### config.mk
export PLATFORM = sky130hd
export DESIGN_NAME = bsp_cell
export DESIGN_NICKNAME = d
export VERILOG_FILES = /design/src/hw/rtl/bsp_pkg.sv /design/src/hw/rtl/bsp_cell.sv
export SDC_FILE = /design/constraint.sdc
export NUM_CORES = 1
export LEC_CHECK = 0
export BUFFER_PORTS_ARGS = -buffer_cell sky130_fd_sc_hd__clkbuf_2
export CAP_MARGIN = 20
export CELL_PAD_IN_SITES_DETAIL_PLACEMENT = 0
export CELL_PAD_IN_SITES_GLOBAL_PLACEMENT = 1
export CORE_ASPECT_RATIO = 2
export CORE_UTILIZATION = 35
export DETAILED_ROUTE_END_ITERATION = 12
export HOLD_SLACK_MARGIN = 0.05
export PLACE_DENSITY = 0.9
export SLEW_MARGIN = 20
export SYNTH_ARGS = -nofsm -noshare
export SYNTH_HDL_FRONTEND = slang
export SYNTH_SLANG_ARGS = --single-unit
### constraint.sdc
create_clock -name clk_i -period 7.43 [get_ports clk_i]
set_input_delay 0.3715 -clock clk_i [delete_from_list [all_inputs] [get_ports clk_i]]
set_output_delay 0.3715 -clock clk_i [all_outputs]
set_load 0.05 [all_outputs]
### src/hw/rtl/bsp_pkg.sv
// ----------------------------------------------------------------------------
// bsp_pkg
// Shared types and constants for the bounded sorted pair list.
// ----------------------------------------------------------------------------
package bsp_pkg;

  localparam int CAPACITY_DEF  = 64;
  localparam int TILE_BITS_DEF = 12;
  localparam int KEY_BITS_DEF  = 32;
  localparam int REQ_W         = 2;
  localparam int COUNT_W       = 7;

  typedef enum logic [REQ_W-1:0] {
    REQ_ADD    = 2'd0,
    REQ_REMOVE = 2'd1,
    REQ_POP    = 2'd2,
    REQ_RESET  = 2'd3
  } req_e;

  typedef enum logic [2:0] {
    CMD_HOLD,
    CMD_ADD,
    CMD_POP,
    CMD_CLEAR,
    CMD_MARK,
    CMD_COMPACT
  } cmd_e;

  typedef enum logic {
    ST_IDLE,
    ST_COMPACT
  } state_e;

  typedef struct packed {
    cmd_e cmd;
    logic phase;
  } cell_ctrl_t;

endpackage

### src/hw/rtl/bsp_cell.sv
// ----------------------------------------------------------------------------
// bsp_cell
// One slot of the sorted list: compare-and-shift for add, shift for pop,
// match-and-drop for remove, pairwise gap closing for compaction, and clear for reset.
// ----------------------------------------------------------------------------
module bsp_cell #(
  parameter int TILE_BITS = bsp_pkg::TILE_BITS_DEF,
  parameter int KEY_BITS  = bsp_pkg::KEY_BITS_DEF,
  parameter bit PARITY    = 1'b0
) (
  input  logic                   clk_i,
  input  logic                   rst_ni,
  input  bsp_pkg::cell_ctrl_t    ctrl_i,
  input  logic [TILE_BITS-1:0]   new_first_i,
  input  logic [TILE_BITS-1:0]   new_second_i,
  input  logic [KEY_BITS-1:0]    new_key_i,
  input  logic                   left_valid_i,
  input  logic                   left_ins_i,
  input  logic [TILE_BITS-1:0]   left_first_i,
  input  logic [TILE_BITS-1:0]   left_second_i,
  input  logic [KEY_BITS-1:0]    left_key_i,
  input  logic                   right_valid_i,
  input  logic [TILE_BITS-1:0]   right_first_i,
  input  logic [TILE_BITS-1:0]   right_second_i,
  input  logic [KEY_BITS-1:0]    right_key_i,
  output logic                   valid_o,
  output logic                   ins_o,
  output logic [TILE_BITS-1:0]   first_o,
  output logic [TILE_BITS-1:0]   second_o,
  output logic [KEY_BITS-1:0]    key_o
);

  logic                 valid_q, valid_d;
  logic [TILE_BITS-1:0] first_q, first_d;
  logic [TILE_BITS-1:0] second_q, second_d;
  logic [KEY_BITS-1:0]  key_q, key_d;
  logic                 ins;
  logic                 hit;

  assign ins = !valid_q || (new_key_i < key_q);
  assign hit = (first_q == new_first_i) || (second_q == new_first_i) ||
               (first_q == new_second_i) || (second_q == new_second_i);

  always_comb begin
    valid_d  = valid_q;
    first_d  = first_q;
    second_d = second_q;
    key_d    = key_q;
    unique case (ctrl_i.cmd)
      bsp_pkg::CMD_ADD: begin
        if (ins) begin
          if (left_ins_i) begin
            valid_d  = left_valid_i;
            first_d  = left_first_i;
            second_d = left_second_i;
            key_d    = left_key_i;
          end else begin
            valid_d  = 1'b1;
            first_d  = new_first_i;
            second_d = new_second_i;
            key_d    = new_key_i;
          end
        end
      end
      bsp_pkg::CMD_POP: begin
        valid_d  = right_valid_i;
        first_d  = right_first_i;
        second_d = right_second_i;
        key_d    = right_key_i;
      end
      bsp_pkg::CMD_CLEAR: valid_d = 1'b0;
      bsp_pkg::CMD_MARK: begin
        if (valid_q && hit) valid_d = 1'b0;
      end
      bsp_pkg::CMD_COMPACT: begin
        if (ctrl_i.phase == PARITY) begin
          if (!valid_q && right_valid_i) begin
            valid_d  = 1'b1;
            first_d  = right_first_i;
            second_d = right_second_i;
            key_d    = right_key_i;
          end
        end else if (valid_q && !left_valid_i) begin
          valid_d = 1'b0;
        end
      end
      default: ;
    endcase
  end

  always_ff @(posedge clk_i or negedge rst_ni) begin
    if (!rst_ni) begin
      valid_q <= 1'b0;
    end else begin
      valid_q <= valid_d;
    end
  end

  always_ff @(posedge clk_i) begin
    first_q  <= first_d;
    second_q <= second_d;
    key_q    <= key_d;
  end

  assign valid_o  = valid_q;
  assign ins_o    = ins;
  assign first_o  = first_q;
  assign second_o = second_q;
  assign key_o    = key_q;

endmodule

==> flow_summary.ini <==
[worst_setup_path]
timing.rr.start = key_o[17]$_DFFE_PP_
worstSetupEndpoint = second_o[11]$_DFFE_PP_
rrSetupSlack_ns = 3.95
reg2reg_depth = 10
startpoint = key_o[17]$_DFFE_PP_
cp.required_ns = 7.39
criticalPathCategory = register to register
slowest_stage = a21boi_4
path_depth = 10
path_cells = inv_1 > ha_1 > a21o_1 > a21o_1 > a221oi_2 > o21ai_0 > a211o_1 > nand4_1 > a21boi_4 > buf_4
cp_common_cell = a21o_1
worstSetupEndpointType = register
cp_max_fo = 34
slowest_delay_ns = 0.66
crit_family = compound AO/OA/AOI/OAI gates
arrival_ns = 3.44
timing.rr.end = second_o[11]$_DFFE_PP_
crit_path_start_kind = register
worst-path-buf-inv = 2

[timing]
setup_slack_ns = 3.95
report.final.slew_viol_count = 0
setup_tns_ns = 0
max-slew-margin-rel_pct = 32.8
period_needed_ns = 3.48
fin_crit_sh_pct = 46.8
fmax_mhz = 288
worst_pin_slew_ns = 1.01
fin_worst_skew_ns = 0.00924
setup_viol = 0
hold_violations = 0
rsz0062_at_grt = no

[synthesis]
syn_inst = 442
seq_area_frac_synth_pct = 39.6
ys_seq_elements = 57
synth-edff-count = 56
synth_area_um2 = 4310
synth_area_per_cell_um2 = 9.74
synth_nets = 650
synth.largest_area_cell = edfxtp_1
dominantRegCellSynth = edfxtp_1
synth_top_area_share_pct = 39.0
ys_warn_count = 0
ys_async_sr_fraction_pct = 1.75
synthTopCellsByArea = edfxtp_1 39%, mux2i_1 13%, xnor2_1 9.8%, ha_1 9.0%, o21ai_1 6.7%
ys_types = 37

[floorplan]
num_io_pins = 235
die_w_um = 80.4
start_util_pct = 35.7
die-height_um = 159
die-area_um2 = 12800
coreArea_um2 = 12100
num_rows = 57

[global_route]
grt_pass1_vias = 4181
grt_max_degree = 83
grt_overflow = 0
grt_usage_pct = 21.4
grt_pass1_wl_um = 20200
antenna_found_initial = 0

[cts]
htreeDepth = 3
numCtsBuffers = 9
post_cts_buffers = 0
clkLatencyLatePin_ns = 0.33
cts.path.max_buffers = 2
clkSinkCount = 57
cts_tree = built
cts_root_buf = clkbuf_16
ctsResizeCount = 0
hold_buffers = 1
clkTransAtPathRegs_ns = 0.05

[run]
maxCapViolations = 0

[layout]
diodes = 0
area_growth_pct = 37.7
utilization_pct = 49.2
drive_gt1_share_pct = 38.4
final_nets = 880

[detailed_routing]
ant_nets = 0
viasPerCell = 5.03
wire_per_inst_um = 16.5
drt_wl_total_um = 13600
drt_first_iter_violations = 168
via_count = 4148
drc_errors = 0
dr.pass1.iters = 4

[place]
dp_slack_ns = 3.86
numPortBuffers = 234
dpl.hpwl_um = 11100
gp_congestion = 0.855

[pwr]
p_leak_nw = 2.83
power_density_nw_per_um2 = 195
ir_drop_mv = 0.187

[worst_hold_path]
hold_class = input pin to register
worstHoldStart = right_key_i[25]

[run_status]
status = complete, no violations
final cells by class:
type	instances	area, um2
repair buffers	237	1200
fillers	1165	6120
well taps	147	184
clock inverters	7	71.3
inverters	34	128
multi-input cells	333	2420
clock buffers	9	225
flip-flops and latches	57	1710
Yosys cell counts, types with 2 or more instances:
master and count:
a21oi_1 9, a21o_1 2, clkbuf_1 7, nor3_1 5
buf_1 9, nand2_1 69, nor3b_1 2, nand4_1 17
o21ai_1 58, nor2_1 7, ha_1 31, nor4_1 2
mux2i_1 57, a22oi_1 2, edfxtp_1 56, xnor2_1 48
nand2b_1 2, buf_2 2, a211o_1 2, o21ai_0 5
a221oi_1 2, inv_1 33
registers in the layout (all words and copies together), names as in the netlist:
name	cells
key_o	32
first_o	12
second_o	12
valid_o	1
cell usage in the layout (no fill, tap or decap), types with 2 or more instances in the layout:
cell / instances
a211o_1: 2
a21o_1: 2
a21oi_1: 9
a221oi_1: 2
a22oi_1: 2
buf_4: 3
clkbuf_16: 9
clkbuf_2: 233
clkinv_4: 2
clkinvlp_4: 2
edfxtp_1: 56
ha_1: 31
inv_1: 33
mux2i_1: 57
nand2_1: 68
nand2b_1: 2
nand4_1: 17
nor2_1: 7
nor3_1: 5
nor3b_1: 2
nor4_1: 2
o21ai_0: 5
o21ai_1: 58
xnor2_1: 48
report_power, final:
| group | total, W | internal [W] | switching (W) |
|---|---|---|---|
| Combinational | 0.000340 | 0.000124 | 0.000216 |
| Clock | 0.000405 | 0.000258 | 0.000147 |
| Sequential | 0.000412 | 0.000390 | 0.0000220 |
| Total | 0.00116 | 0.000772 | 0.000385 |
cell families after synthesis:
kind of cell | synth area share, %
muxes | 13.2
xor gates and xnor gates | 9.76
adders and majority gates | 9.01
and+or+nand+nor | 11.4
AOI/OAI and AO/OA | 12.4
buffers and inverters | 4.59
DFF | 39.6
worst min path at each step:
stage                           to  cells past startpoint
3_3_place_gp   valid_o$_DFFE_PN0P_                      1
2_1_floorplan  valid_o$_DFFE_PN0P_                      0
6_report       key_o[25]$_DFFE_PP_                      3
5_1_grt        key_o[24]$_DFFE_PP_                      3
3_5_place_dp   valid_o$_DFFE_PN0P_                      1
4_1_cts        key_o[25]$_DFFE_PP_                      3
layer usage:
layer  up-vias  track usage [%]  wire length, um
li1       2045                -                -
met1      1908             19.1             4660
met2       169             43.0             7890
met3        26             4.02              641
met4         0             9.74              430
met5         -                0                0
worst min-delay path: cells and delay by family:
family / cells / cell delay [ns]
buffers and inverters: 1 / 0.07
AOI/OAI and AO/OA: 1 / 0.06
and+or+nand+nor: 1 / 0.04
metrics by stage:
stage	hold slack (ns)	std cells	total power, W	instance area (um2)
floorplan	0.0759	442	0.000634	4310
global placement	0.162	807	0.000750	5620
detailed placement	0.159	807	0.000758	5620
CTS	0.317	824	0.00117	5930
global route	0.327	824	0.00121	5930
finish	0.332	824	0.00116	5930
(Power assumes the default switching activity.)
